## src/hw/rtl/assert_macros.svh

```systemverilog
// ---------------------------------------------------------------------------
// Assertion helper macros, used by hspl_back.
// They expect a clock named clk and an active-low reset named rst_n in scope.
// ---------------------------------------------------------------------------
`ifndef ASSERT_MACROS_SVH
`define ASSERT_MACROS_SVH

// Consequent checked in the same cycle as the antecedent.
`define ASSERT_SAME(label, ante, cons) \
    label: assert property (@(posedge clk) disable iff (!rst_n) (ante) |-> (cons)) \
        else $error("assertion failed");

// Consequent checked in the cycle after the antecedent.
`define ASSERT_NEXT(label, ante, cons) \
    label: assert property (@(posedge clk) disable iff (!rst_n) (ante) |=> (cons)) \
        else $error("assertion failed");

`endif

```

## src/hw/rtl/hspl_pkg.sv

```systemverilog
// ---------------------------------------------------------------------------
// hspl_pkg
// Shared types and constants of the HTTP status line parser.
// ---------------------------------------------------------------------------
package hspl_pkg;

    localparam int POS_BITS_DEF  = 16;
    localparam int OFS_BITS      = 16;
    localparam int CODE_BITS     = 10;
    localparam int BYTE_BITS     = 8;
    localparam int VERDICT_BITS  = 2;
    localparam int QUEUE_DEPTH   = 2;
    localparam int STATUS_DIGITS = 3;

    localparam logic [VERDICT_BITS-1:0] VERDICT_MORE  = 2'd0;
    localparam logic [VERDICT_BITS-1:0] VERDICT_ERROR = 2'd1;
    localparam logic [VERDICT_BITS-1:0] VERDICT_DONE  = 2'd2;

    localparam logic [BYTE_BITS-1:0] CH_H      = 8'h48;
    localparam logic [BYTE_BITS-1:0] CH_T      = 8'h54;
    localparam logic [BYTE_BITS-1:0] CH_P      = 8'h50;
    localparam logic [BYTE_BITS-1:0] CH_SLASH  = 8'h2F;
    localparam logic [BYTE_BITS-1:0] CH_DOT    = 8'h2E;
    localparam logic [BYTE_BITS-1:0] CH_SPACE  = 8'h20;
    localparam logic [BYTE_BITS-1:0] CH_CR     = 8'h0D;
    localparam logic [BYTE_BITS-1:0] CH_LF     = 8'h0A;
    localparam logic [BYTE_BITS-1:0] CH_ZERO   = 8'h30;
    localparam logic [BYTE_BITS-1:0] CH_ONE    = 8'h31;
    localparam logic [BYTE_BITS-1:0] CH_NINE   = 8'h39;
    localparam logic [BYTE_BITS-1:0] CH_CR_ALT = 8'd129;
    localparam logic [BYTE_BITS-1:0] CH_LF_ALT = 8'd128;

    // Decoded byte, as handed from the front end to the parser.
    typedef struct packed {
        logic       is_h;
        logic       is_t;
        logic       is_p;
        logic       is_slash;
        logic       is_dot;
        logic       is_space;
        logic       is_cr;
        logic       is_lf;
        logic       is_digit;
        logic       is_nz_digit;
        logic [3:0] digit_val;
    } byte_class_t;

endpackage

```

## src/hw/rtl/hspl_front.sv

```systemverilog
// ---------------------------------------------------------------------------
// hspl_front
// Input stage: takes one byte per transaction, repairs the masked line-end
// codes and registers the decoded byte class for the queue.
// ---------------------------------------------------------------------------
module hspl_front
    import hspl_pkg::*;
(
    input  logic                 clk,
    input  logic                 rst_n,
    input  logic                 byte_valid,
    output logic                 byte_stall,
    input  logic [BYTE_BITS-1:0] byte_req,
    output logic                 push,
    output byte_class_t          push_data,
    input  logic                 q_full
);

    logic                 f_valid_reg;
    logic                 f_valid_next;
    byte_class_t          f_class_reg;
    byte_class_t          f_class_next;
    logic [BYTE_BITS-1:0] b;
    logic                 accept;

    always_comb
    begin
        if (byte_req == CH_CR_ALT)
        begin
            b = CH_CR;
        end
        else if (byte_req == CH_LF_ALT)
        begin
            b = CH_LF;
        end
        else
        begin
            b = byte_req;
        end

        f_class_next.is_h        = (b == CH_H);
        f_class_next.is_t        = (b == CH_T);
        f_class_next.is_p        = (b == CH_P);
        f_class_next.is_slash    = (b == CH_SLASH);
        f_class_next.is_dot      = (b == CH_DOT);
        f_class_next.is_space    = (b == CH_SPACE);
        f_class_next.is_cr       = (b == CH_CR);
        f_class_next.is_lf       = (b == CH_LF);
        f_class_next.is_digit    = (b >= CH_ZERO) && (b <= CH_NINE);
        f_class_next.is_nz_digit = (b >= CH_ONE) && (b <= CH_NINE);
        f_class_next.digit_val   = b[3:0];
    end

    assign push       = f_valid_reg && !q_full;
    assign byte_stall = f_valid_reg && q_full;
    assign accept     = byte_valid && !byte_stall;
    assign push_data  = f_class_reg;

    always_comb
    begin
        if (accept)
        begin
            f_valid_next = 1'b1;
        end
        else if (push)
        begin
            f_valid_next = 1'b0;
        end
        else
        begin
            f_valid_next = f_valid_reg;
        end
    end

    always_ff @(posedge clk or negedge rst_n)
    begin
        if (!rst_n)
        begin
            f_valid_reg <= 1'b0;
        end
        else
        begin
            f_valid_reg <= f_valid_next;
        end
    end

    always_ff @(posedge clk)
    begin
        if (accept)
        begin
            f_class_reg <= f_class_next;
        end
    end

endmodule

```

## src/hw/rtl/hspl_fifo.sv

```systemverilog
// ---------------------------------------------------------------------------
// hspl_fifo
// Short register queue of decoded bytes between front end and parser.
// ---------------------------------------------------------------------------
module hspl_fifo
    import hspl_pkg::*;
(
    input  logic        clk,
    input  logic        rst_n,
    input  logic        push,
    input  byte_class_t push_data,
    output logic        q_full,
    input  logic        pop,
    output logic        q_valid,
    output byte_class_t q_data
);

    localparam int PTR_W = (QUEUE_DEPTH > 1) ? $clog2(QUEUE_DEPTH) : 1;
    localparam int CNT_W = $clog2(QUEUE_DEPTH + 1);
    localparam logic [PTR_W-1:0] PTR_LAST = PTR_W'(QUEUE_DEPTH - 1);
    localparam logic [CNT_W-1:0] CNT_FULL = CNT_W'(QUEUE_DEPTH);

    byte_class_t      entry_reg [QUEUE_DEPTH];
    logic [PTR_W-1:0] wr_ptr_reg;
    logic [PTR_W-1:0] wr_ptr_next;
    logic [PTR_W-1:0] rd_ptr_reg;
    logic [PTR_W-1:0] rd_ptr_next;
    logic [CNT_W-1:0] count_reg;
    logic [CNT_W-1:0] count_next;

    assign q_full  = (count_reg == CNT_FULL);
    assign q_valid = (count_reg != '0);
    assign q_data  = entry_reg[rd_ptr_reg];

    always_comb
    begin
        wr_ptr_next = wr_ptr_reg;
        rd_ptr_next = rd_ptr_reg;
        count_next  = count_reg;
        if (push)
        begin
            wr_ptr_next = (wr_ptr_reg == PTR_LAST) ? '0 : wr_ptr_reg + 1'b1;
        end
        if (pop)
        begin
            rd_ptr_next = (rd_ptr_reg == PTR_LAST) ? '0 : rd_ptr_reg + 1'b1;
        end
        if (push && !pop)
        begin
            count_next = count_reg + 1'b1;
        end
        else if (pop && !push)
        begin
            count_next = count_reg - 1'b1;
        end
    end

    always_ff @(posedge clk or negedge rst_n)
    begin
        if (!rst_n)
        begin
            wr_ptr_reg <= '0;
            rd_ptr_reg <= '0;
            count_reg  <= '0;
        end
        else
        begin
            wr_ptr_reg <= wr_ptr_next;
            rd_ptr_reg <= rd_ptr_next;
            count_reg  <= count_next;
        end
    end

    always_ff @(posedge clk)
    begin
        if (push)
        begin
            entry_reg[wr_ptr_reg] <= push_data;
        end
    end

endmodule

```

## src/hw/rtl/hspl_back.sv

```systemverilog
// ---------------------------------------------------------------------------
// hspl_back
// Parser state machine: consumes decoded bytes from the queue, tracks line
// offsets and the status code, and holds the result in an output register.
// ---------------------------------------------------------------------------
`include "assert_macros.svh"

module hspl_back
    import hspl_pkg::*;
#(
    parameter int POS_BITS = POS_BITS_DEF
)
(
    input  logic                    clk,
    input  logic                    rst_n,
    input  logic                    q_valid,
    input  byte_class_t             q_data,
    output logic                    pop,
    output logic                    result_valid,
    input  logic                    result_stall,
    output logic [VERDICT_BITS-1:0] verdict,
    output logic [CODE_BITS-1:0]    status_code,
    output logic [OFS_BITS-1:0]     text_start,
    output logic [OFS_BITS-1:0]     text_end
);

    localparam int MUL_W = CODE_BITS + 4;

    typedef enum logic [3:0] {
        ST_START,
        ST_H,
        ST_HT,
        ST_HTT,
        ST_HTTP,
        ST_MAJ_FIRST,
        ST_MAJ,
        ST_MIN_FIRST,
        ST_MIN,
        ST_STATUS,
        ST_AFTER_STATUS,
        ST_TEXT,
        ST_ALMOST
    } state_t;

    state_t                  state_reg;
    state_t                  state_next;
    logic [CODE_BITS-1:0]    acc_reg;
    logic [CODE_BITS-1:0]    acc_next;
    logic [1:0]              dc_reg;
    logic [1:0]              dc_next;
    logic [POS_BITS-1:0]     pos_reg;
    logic [POS_BITS-1:0]     start_reg;
    logic [POS_BITS-1:0]     start_next;
    logic [POS_BITS-1:0]     end_reg;
    logic [POS_BITS-1:0]     end_next;
    logic                    seen_reg;
    logic                    seen_next;
    logic [VERDICT_BITS-1:0] verdict_next;
    logic [MUL_W-1:0]        acc_x10;
    logic                    out_valid_reg;
    logic [VERDICT_BITS-1:0] verdict_reg;
    logic [CODE_BITS-1:0]    status_code_reg;
    logic [OFS_BITS-1:0]     text_start_reg;
    logic [OFS_BITS-1:0]     text_end_reg;
    byte_class_t             c;

    assign c   = q_data;
    assign pop = q_valid && (!out_valid_reg || !result_stall);

    assign result_valid = out_valid_reg;
    assign verdict      = verdict_reg;
    assign status_code  = status_code_reg;
    assign text_start   = text_start_reg;
    assign text_end     = text_end_reg;

    // acc * 10 + digit, kept to the low CODE_BITS
    assign acc_x10 = (MUL_W'(acc_reg) << 3) + (MUL_W'(acc_reg) << 1) + MUL_W'(c.digit_val);

    always_comb
    begin
        state_next   = state_reg;
        acc_next     = acc_reg;
        dc_next      = dc_reg;
        start_next   = start_reg;
        end_next     = end_reg;
        seen_next    = seen_reg;
        verdict_next = VERDICT_MORE;

        case (state_reg)
            ST_START:
            begin
                if (c.is_h) state_next = ST_H; else verdict_next = VERDICT_ERROR;
            end
            ST_H:
            begin
                if (c.is_t) state_next = ST_HT; else verdict_next = VERDICT_ERROR;
            end
            ST_HT:
            begin
                if (c.is_t) state_next = ST_HTT; else verdict_next = VERDICT_ERROR;
            end
            ST_HTT:
            begin
                if (c.is_p) state_next = ST_HTTP; else verdict_next = VERDICT_ERROR;
            end
            ST_HTTP:
            begin
                if (c.is_slash) state_next = ST_MAJ_FIRST; else verdict_next = VERDICT_ERROR;
            end
            ST_MAJ_FIRST:
            begin
                if (c.is_nz_digit) state_next = ST_MAJ; else verdict_next = VERDICT_ERROR;
            end
            ST_MAJ:
            begin
                if (c.is_dot)
                begin
                    state_next = ST_MIN_FIRST;
                end
                else if (!c.is_digit)
                begin
                    verdict_next = VERDICT_ERROR;
                end
            end
            ST_MIN_FIRST:
            begin
                if (c.is_digit) state_next = ST_MIN; else verdict_next = VERDICT_ERROR;
            end
            ST_MIN:
            begin
                if (c.is_space)
                begin
                    state_next = ST_STATUS;
                end
                else if (!c.is_digit)
                begin
                    verdict_next = VERDICT_ERROR;
                end
            end
            ST_STATUS:
            begin
                // spaces among the status digits are skipped
                if (!c.is_space)
                begin
                    if (!c.is_digit)
                    begin
                        verdict_next = VERDICT_ERROR;
                    end
                    else
                    begin
                        if (dc_reg == 2'd0)
                        begin
                            start_next = pos_reg;
                        end
                        acc_next = acc_x10[CODE_BITS-1:0];
                        dc_next  = dc_reg + 2'd1;
                        if (dc_next == 2'(STATUS_DIGITS))
                        begin
                            state_next = ST_AFTER_STATUS;
                        end
                    end
                end
            end
            ST_AFTER_STATUS:
            begin
                if (c.is_space || c.is_dot)
                begin
                    state_next = ST_TEXT;
                end
                else if (c.is_cr)
                begin
                    state_next = ST_ALMOST;
                end
                else if (c.is_lf)
                begin
                    verdict_next = VERDICT_DONE;
                end
                else
                begin
                    verdict_next = VERDICT_ERROR;
                end
            end
            ST_TEXT:
            begin
                if (c.is_cr)
                begin
                    state_next = ST_ALMOST;
                end
                else if (c.is_lf)
                begin
                    verdict_next = VERDICT_DONE;
                end
            end
            ST_ALMOST:
            begin
                // CR sat one byte back
                end_next  = pos_reg - 1'b1;
                seen_next = 1'b1;
                if (c.is_lf) verdict_next = VERDICT_DONE; else verdict_next = VERDICT_ERROR;
            end
            default:
            begin
                verdict_next = VERDICT_ERROR;
            end
        endcase

        // bare LF: end offset is the LF itself
        if ((verdict_next == VERDICT_DONE) && !seen_next)
        begin
            end_next  = pos_reg;
            seen_next = 1'b1;
        end
    end

    always_ff @(posedge clk or negedge rst_n)
    begin
        if (!rst_n)
        begin
            state_reg       <= ST_START;
            acc_reg         <= '0;
            dc_reg          <= '0;
            pos_reg         <= '0;
            start_reg       <= '0;
            end_reg         <= '0;
            seen_reg        <= 1'b0;
            out_valid_reg   <= 1'b0;
            verdict_reg     <= VERDICT_MORE;
            status_code_reg <= '0;
            text_start_reg  <= '0;
            text_end_reg    <= '0;
        end
        else
        begin
            if (pop)
            begin
                out_valid_reg   <= 1'b1;
                verdict_reg     <= verdict_next;
                status_code_reg <= acc_next;
                text_start_reg  <= OFS_BITS'(start_next);
                text_end_reg    <= OFS_BITS'(end_next);
                if (verdict_next != VERDICT_MORE)
                begin
                    state_reg <= ST_START;
                    acc_reg   <= '0;
                    dc_reg    <= '0;
                    pos_reg   <= '0;
                    start_reg <= '0;
                    end_reg   <= '0;
                    seen_reg  <= 1'b0;
                end
                else
                begin
                    state_reg <= state_next;
                    acc_reg   <= acc_next;
                    dc_reg    <= dc_next;
                    pos_reg   <= pos_reg + 1'b1;
                    start_reg <= start_next;
                    end_reg   <= end_next;
                    seen_reg  <= seen_next;
                end
            end
            else if (!result_stall)
            begin
                out_valid_reg <= 1'b0;
            end
        end
    end

    `ASSERT_NEXT(a_clear_after_verdict, pop && (verdict_next != VERDICT_MORE),
                 (state_reg == ST_START) && (pos_reg == '0) && !seen_reg)
    `ASSERT_SAME(a_digits_complete,
                 (state_reg == ST_AFTER_STATUS) || (state_reg == ST_TEXT) ||
                 (state_reg == ST_ALMOST),
                 dc_reg == 2'(STATUS_DIGITS))
    `ASSERT_SAME(a_done_has_end, pop && (verdict_next == VERDICT_DONE), seen_next)

endmodule

```

## src/hw/rtl/http_status_line_parser.sv

```systemverilog
// Path: an accepted byte passes the front-end register, a queue entry and the output register before result_valid.
// Throughput: one byte per cycle while the output is not stalled, set by the parser state machine.
// The two-entry queue lets the front end keep taking bytes while the output is stalled.
// Reset: asynchronous, clears the parser to the start of a line and empties all stages.
// ---------------------------------------------------------------------------
// http_status_line_parser
// Byte-serial recognizer of an HTTP response status line with per-byte verdict.
// ---------------------------------------------------------------------------
module http_status_line_parser
    import hspl_pkg::*;
#(
    parameter int POS_BITS = POS_BITS_DEF
)
(
    input  logic                    clk,
    input  logic                    rst_n,
    input  logic                    byte_valid,
    output logic                    byte_stall,
    input  logic [BYTE_BITS-1:0]    byte_req,
    output logic                    result_valid,
    input  logic                    result_stall,
    output logic [VERDICT_BITS-1:0] verdict,
    output logic [CODE_BITS-1:0]    status_code,
    output logic [OFS_BITS-1:0]     text_start,
    output logic [OFS_BITS-1:0]     text_end
);

    logic        push;
    byte_class_t push_data;
    logic        q_full;
    logic        pop;
    logic        q_valid;
    byte_class_t q_data;

    hspl_front u_front (
        .clk        (clk),
        .rst_n      (rst_n),
        .byte_valid (byte_valid),
        .byte_stall (byte_stall),
        .byte_req   (byte_req),
        .push       (push),
        .push_data  (push_data),
        .q_full     (q_full)
    );

    hspl_fifo u_fifo (
        .clk       (clk),
        .rst_n     (rst_n),
        .push      (push),
        .push_data (push_data),
        .q_full    (q_full),
        .pop       (pop),
        .q_valid   (q_valid),
        .q_data    (q_data)
    );

    hspl_back #(
        .POS_BITS (POS_BITS)
    ) u_back (
        .clk          (clk),
        .rst_n        (rst_n),
        .q_valid      (q_valid),
        .q_data       (q_data),
        .pop          (pop),
        .result_valid (result_valid),
        .result_stall (result_stall),
        .verdict      (verdict),
        .status_code  (status_code),
        .text_start   (text_start),
        .text_end     (text_end)
    );

endmodule
```

## config.mk

```make
export PLATFORM = sky130hd
export DESIGN_NAME = http_status_line_parser
export DESIGN_NICKNAME = d
export VERILOG_FILES = /design/src/hw/rtl/hspl_pkg.sv /design/src/hw/rtl/hspl_front.sv /design/src/hw/rtl/hspl_fifo.sv /design/src/hw/rtl/hspl_back.sv /design/src/hw/rtl/http_status_line_parser.sv
export VERILOG_INCLUDE_DIRS = /design/src /design/src/hw/rtl
export SDC_FILE = /design/constraint.sdc
export NUM_CORES = 1
export LEC_CHECK = 0
export ABC_AREA = 1
export BUFFER_PORTS_ARGS = -buffer_cell sky130_fd_sc_hd__clkbuf_2
export CAP_MARGIN = 20
export CORE_MARGIN = 2
export CORE_UTILIZATION = 40
export CTS_CLUSTER_DIAMETER = 100
export DETAILED_ROUTE_END_ITERATION = 8
export PLACE_DENSITY_LB_ADDON = 0.08
export SLEW_MARGIN = 20
export SYNTH_ARGS = -nofsm -noshare
export SYNTH_HDL_FRONTEND = slang
export SYNTH_SLANG_ARGS = --single-unit
```

## constraint.sdc

```tcl
create_clock -name clk -period 2.8 [get_ports clk]
set_clock_uncertainty 0.2 [all_clocks]
set_input_delay 0.42 -clock clk [delete_from_list [all_inputs] [get_ports clk]]
set_output_delay 0.42 -clock clk [all_outputs]
set_load 0.05 [all_outputs]
```

==> impl_results.md, run 1 <==
* Die W at 148 um
* Max incr delay on CP at 0.40 ns
* Commonest non-fill, non-tap cells in the layout: nand2_1, dfrtp_1, inv_1, nand3_1, clkbuf_2
* Yosys warns at 0
* Synth area leaders: dfrtp_1, edfxtp_1, nand2_1
* Via density at 4.94
* Met1 usage at 27.6%
* Max reg flops at 28
* Clock latency at the later pin of the worst-skew pair at 0.43 ns
* Layout cells sized above 1 at 15.3%
* Hold Crit Class: in2reg
* Htree depth at 4
* Top cell type by total area after synthesis: dfrtp_1
* Worst-path cell chain: buf_4 > nand2_1 > nand2_1 > ha_1 > ha_1 > inv_1 > fa_2 > inv_1 > nand4_1 > nand3_1 > xnor2_1 > nand2_1 > o211ai_1 > o21ai_0
* Power Internal at 4.75 mW
* GP Congestion at 0.957
* Status: finished, final reports clean
* Post-DP HPWL at 13300 um
* CP Max Fanout at 10
* Cell mode on critical path: nand2_1
* PwrDens at 831 nW/um^2
* Clk buf depth at 2
* DIE AREA at 21900 um^2
* Sw Ratio at 40.1%
* WL/cell at 14.4 um
* Worst slew pin tran at 0.514 ns
* Synth Area in Compound Gates at 9.13%
* Clk sinks at 157
* Share of the synthesized area in the top cell type at 34.7%
* Sequential share of power at 35.6%
* Final Util at 46.9%
* Top FF cell, synth: dfrtp_1
* Peak VDD IR at 604 uV
* Post-synthesis sequential area ratio at 49.9%
* Fraction of synthesized cell area in xor and xnor cells at 2.75%
* Post-synth cell types at 44
* Synthesized instance count at 954
* Post-synth ARST share at 73.2%
* IO Count at 58
* CTS Buf Count at 17
* CTS tree: done
* FILL cells at 2028
* Die height at 148 um
* Clk network pwr share at 29.5%
* P_leak at 4.77 nW
* DRC viols at 0
* Total Wirelength at 18700 um
* Mux cell area share after synthesis at 0.483%
* Final hold vios at 0
* Met2 usage at 26.7%
* Critical path launch point type: flop
* Initial DRT Pass Iterations at 5
* Fin crit period at 2.59 ns
* Syn avg cell area at 8.69 um^2
* Initial antenna violation count at 0
* Vias at 6409
* Clk root buf: clkbuf_16
* F_max at 386 MHz
* Setup bufs post-CTS at 0
* Ant. Diodes at 0
* Final worst path period share at 92.4%
* # setup viols final at 0
* Post-Syn Area at 8290 um^2
* P_sw at 3.17 mW
* Rows at 52
* First-pass GRT wire length at 32000 um
* Critical Path AT at 2.68 ns
* CP max stage cell: dfrtp_1
* Busiest grt layer: met1
* Worst Setup End Kind: flop
* GRT overflow at 0
* Mapped Nets at 994
* Req. time, crit path at 2.89 ns
* Pin count of the biggest net entering global routing at 44
* Max-Cap Viols at 0
* CTS clock-pin slew for the worst setup and hold paths at 0.07 ns
* Slew margin rel. at 65.7%
* Setup TNS Final at 0 ns
* Fin nets at 1055
* Vias in the first global route at 6120
* Core area at 20300 um^2
* Area share of fa/ha/maj cells after synthesis at 4.41%
* Pins Over Slew Limit at 0
* PortBufs at 57
* Largest family of logic cells by synthesized area: simple AND/OR/NAND/NOR gates
* GRT Total Usage at 18.3%
* Layout Area Growth over Synthesis at 14.9%
* Post-Synth Simple-Gate Area at 25.8%
* Starting Density at 40.8%
* Combinational share of power at 34.9%
* Grt met3 use at 3.15%
* Critical path class: reg2reg
* Seq cells post-synth at 157
* Drt initial violations at 327
* Commonest non-fill, non-tap cell in the layout: nand2_1
* Post-DRT Antenna Nets at 0
* Post-synth EDFFs at 42
-- cell usage after synthesis, drive strengths merged (2+ instances only) --
library cell	instances
nand4	41
a21o	2
nor4	5
nor2	63
inv	100
fa	2
nor3	18
a31oi	4
xor2	22
nand3	60
o211ai	6
o21ai	55
nand2	279
mux2i	4
nor3b	4
dfrtp	115
o21bai	2
buf	24
o22ai	20
ha	26
edfxtp	42
xnor2	4
a21oi	34
clkbuf	19
-- worst max-delay path, delay by kind of cell (launching register included) --
kind	cells	cell delay [ns]
fa+ha+maj	3	0.78
simple gates	5	0.41
flops	1	0.40
buf+inv	3	0.33
compound gates	2	0.21
xor+xnor	1	0.12
-- power by group through the flow --
stage | registers (mW) | clock network (mW) | logic [mW]
floorplan | 2.83 | 0 | 2.10
global route | 2.85 | 2.50 | 3.10
global placement | 2.86 | 0 | 2.80
detailed placement | 2.86 | 0 | 2.78
CTS | 2.82 | 2.39 | 2.80
finish | 2.82 | 2.34 | 2.76
-- metrics by stage --
| step | hold slack, ns | power (mW) | instance area [um^2] | instances | setup slack, ns |
|---|---|---|---|---|---|
| 5_1_grt | 0.0907 | 8.45 | 9530 | 1298 | -0.00139 |
| 3_5_place_dp | 0.183 | 5.64 | 8900 | 1263 | 0.140 |
| 4_1_cts | 0.0617 | 8.01 | 9520 | 1298 | 0.127 |
| 2_1_floorplan | -0.0756 | 4.93 | 8290 | 954 | 0.136 |
| 6_report | 0.0695 | 7.92 | 9530 | 1298 | 0.212 |
| 3_3_place_gp | 0.186 | 5.66 | 8900 | 1263 | 0.201 |
-- path summary, 6_finish.rpt --
path,startpoint,end,slack [ns],cells past startpoint
max in group asynchronous,rst_n,u_back.pos_reg[15],1.45,3
setup reg to reg,u_fifo.rd_ptr_reg,u_back.acc_reg[8],0.21,14
hold / removal,result_stall,u_back.result_valid,0.07,3
hold reg to reg,u_front.push_data[13],u_fifo.entry_reg[0][13],0.24,0
min in group asynchronous,rst_n,u_back.status_code[6],0.27,2
setup / recovery,u_fifo.rd_ptr_reg,u_back.acc_reg[8],0.21,14
-- cells by family (layout without fill, tap and decap cells) --
kind of cell / count (synthesis) / in the layout
AND/OR/NAND/NOR: 470 / 470
flip-flops: 157 / 157
buffers and inverters: 143 / 217
AO/OA/AOI/OAI: 126 / 126
adder cells (fa/ha/maj): 28 / 28
XOR/XNOR: 26 / 26
multiplexers: 4 / 4
-- metal layers --
metal  part of all wire, %  vias up
li1                      -     3305
met1                    53     2959
met2                    42      127
met3                   3.5       18
met4                   1.2        0
met5                     0        -
-- layout make-up --
type / count / area (um^2) / share of cell area [%]
sequential: 157 / 4140 / 43.5
clock buffer: 18 / 429 / 4.51
clock inverter: 14 / 160 / 1.68
timing repair buffer: 85 / 531 / 5.57
multi-input combinational: 654 / 3550 / 37.3
inverter: 100 / 378 / 3.97
tap: 270 / 338 / 3.55
-- timing repair --
action,4_1_cts,5_1_grt
endpoints found under the setup margin,0,20
hold endpoints to repair,28,0
gates resized for setup,0,2
hold buffers,3,0
Power figures use the tool's default switching activity.
==> run 2, diff against run 1 <==
Settings changed: SETUP_SLACK_MARGIN from default to 0.4.
==> run 2 against run 1 <==
  * Final area up 10%
  * Register-to-register slack better by 0.07 ns
  * Non-clock buffer count up 40
  * Sequential power about the same
  * Critical path depth down 2
  * Power up 19%
  * Count of clock-buffer cells in the layout down 1
  * First-iteration DRC count up 21%
  * Via count up 5.1%
  * Die area unchanged
  * Setup slack better by 0.073 ns
  * Core utilization up 4.9 points
==> impl_results.md, run 2 (synthesis gave the netlist of run 1 again) <==
* Worst Setup End Kind: flop
* Worst slew pin tran at 0.612 ns
* Final worst path period share at 89.8%
* Drt initial violations at 397
* Cell mode on critical path: nand2_1
* Critical path origin: u_fifo.rd_ptr_reg
* Layout Area Growth over Synthesis at 26.8%
* GRT Total Usage at 18.7%
* Max incr delay on CP at 0.52 ns
* Total Wirelength at 20300 um
* Ant. Diodes at 0
* CTS clock-pin slew for the worst setup and hold paths at 0.07 ns
* RSZ-0062 raised after global routing: true
* Post-DRT Antenna Nets at 0
* Fin nets at 1097
* First-pass GRT wire length at 32600 um
* IO Count at 58
* Pin count of the biggest net entering global routing at 45
* Final hold vios at 0
* Clk sinks at 157
* PwrDens at 894 nW/um^2
* CP Max Fanout at 5
* Clk root buf: clkbuf_16
* Slew margin rel. at 59.1%
* DIE AREA at 21900 um^2
* Peak VDD IR at 696 uV
* Critical path launch point type: flop
* Clock latency at the later pin of the worst-skew pair at 0.42 ns
* CTS Buf Count at 17
* F_max at 398 MHz
* PortBufs at 57
* CTS tree: done
* Hold Startpoint: result_stall
* Hold Crit Class: in2reg
* Starting Density at 40.8%
* Htree depth at 4
* Setup TNS Final at 0 ns
* Vias at 6735
* WL/cell at 15.2 um
* Max-Cap Viols at 0
* Req. time, crit path at 2.91 ns
* Initial DRT Pass Iterations at 6
* # setup viols final at 0
* Rows at 52
* Worst reg2reg startpoint: u_fifo.rd_ptr_reg
* Commonest non-fill, non-tap cells in the layout: nand2_1, dfrtp_1, inv_1, clkbuf_2, nor2_1
* Post-DP HPWL at 13500 um
* Placed cell count at 1267
* Commonest non-fill, non-tap cell in the layout: nand2_1
* Finished Layout Cells at 1340
* Pins Over Slew Limit at 0
* Die height at 148 um
* P_leak at 5.08 nW
* Layout cells sized above 1 at 27.6%
* Max reg flops at 28
* Status: finished, final reports clean
* Clk buf depth at 2
* Die W at 148 um
* Critical path class: reg2reg
* Vias in the first global route at 6065
* Critical Path AT at 2.62 ns
* Fin crit period at 2.51 ns
* Via density at 5.03
* GRT overflow at 0
* Core area at 20300 um^2
* Initial antenna violation count at 0
* CP max stage cell: fa_1
* Worst-path cell chain: nand2_1 > nand2_2 > fa_1 > inv_1 > fa_2 > inv_2 > nand4_1 > nand3_2 > xnor2_2 > nand2_1 > o211ai_1 > o21ai_1
* GP Congestion at 0.968
* DRC viols at 0
run 2: changes by cell type in the layout (fill, tap and decap cells not counted), moves of 9 or more:
| cell | delta |
|---|---|
| o21ai_1 | +11 |
| buf_4 | +20 |
| nand3_2 | +16 |
| nand2_2 | +23 |
| nand2_1 | -32 |
| nand3_1 | -18 |
| o21ai_0 | -14 |
| inv_1 | -11 |
| buf_6 | +9 |
| nand2_4 | +9 |
run 2: routing by layer:
layer	up-vias	share of wire, %	routed length [um]	global-route usage [%]
li1	3388	-	-	-
met3	16	4.1	823	2.84
met2	146	43	8810	26.7
met4	0	0.79	161	4.71
met5	-	0	0	0
met1	3185	52	10500	29.6
run 2: layout make-up:
cell class / instances / area [um^2]
inverters: 100 / 413
multi-input cells: 656 / 3990
well taps: 270 / 338
repair buffers: 125 / 1000
clock inverters: 15 / 200
clock buffers: 17 / 425
flip-flops and latches: 157 / 4150
fillers: 1929 / 9790
run 2: repair_timing:
item / CTS / global route
hold buffers: 3 / 0
gates cloned: 2 / 4
endpoints found under the setup margin: 84 / 92
pin swaps: 14 / 33
resized for setup: 29 / 116
setup buffers: 13 / 19
endpoints found under the hold margin: 36 / 0
run 2: path summary, 6_finish.rpt:
path	cells past startpoint	slack [ns]	end
setup / recovery	12	0.29	u_back.acc_reg[8]
hold / removal	3	0.08	u_back.result_valid
setup reg to reg	12	0.29	u_back.acc_reg[8]
hold reg to reg	0	0.24	u_fifo.entry_reg[0][13]
max in group asynchronous	3	1.46	u_back.state_reg[3]
min in group asynchronous	2	0.32	u_back.status_code[5]
run 2: worst max-delay path: cells and delay by family (launching register included):
kind | cells | cell delay (ns)
buffers and inverters | 2 | 0.14
xor gates and xnor gates | 1 | 0.11
AOI/OAI and AO/OA | 2 | 0.19
and+or+nand+nor | 5 | 0.43
adders and majority gates | 2 | 0.88
DFF | 1 | 0.45
run 2: power breakdown:
group,total (mW),switching [mW],internal (mW)
sequential,2.83,0.174,2.66
clock,2.50,1.05,1.44
combinational,4.07,2.52,1.55
total,9.40,3.74,5.65
run 2: metrics by stage:
| stage | area (um^2) | util, % | hold slack, ns | setup slack [ns] | power, mW |
|---|---|---|---|---|---|
| after detailed placement | 8960 | 44.1 | 0.230 | 0.131 | 5.70 |
| after floorplan | 8320 | - | -0.0756 | 0.311 | 4.96 |
| after global placement | 8960 | 44.1 | 0.225 | 0.197 | 5.72 |
| after CTS | 9830 | 48.4 | 0.0684 | 0.317 | 8.51 |
| final | 10500 | 51.8 | 0.0787 | 0.285 | 9.40 |
| after global routing | 10500 | 51.8 | 0.0875 | 0.114 | 9.94 |
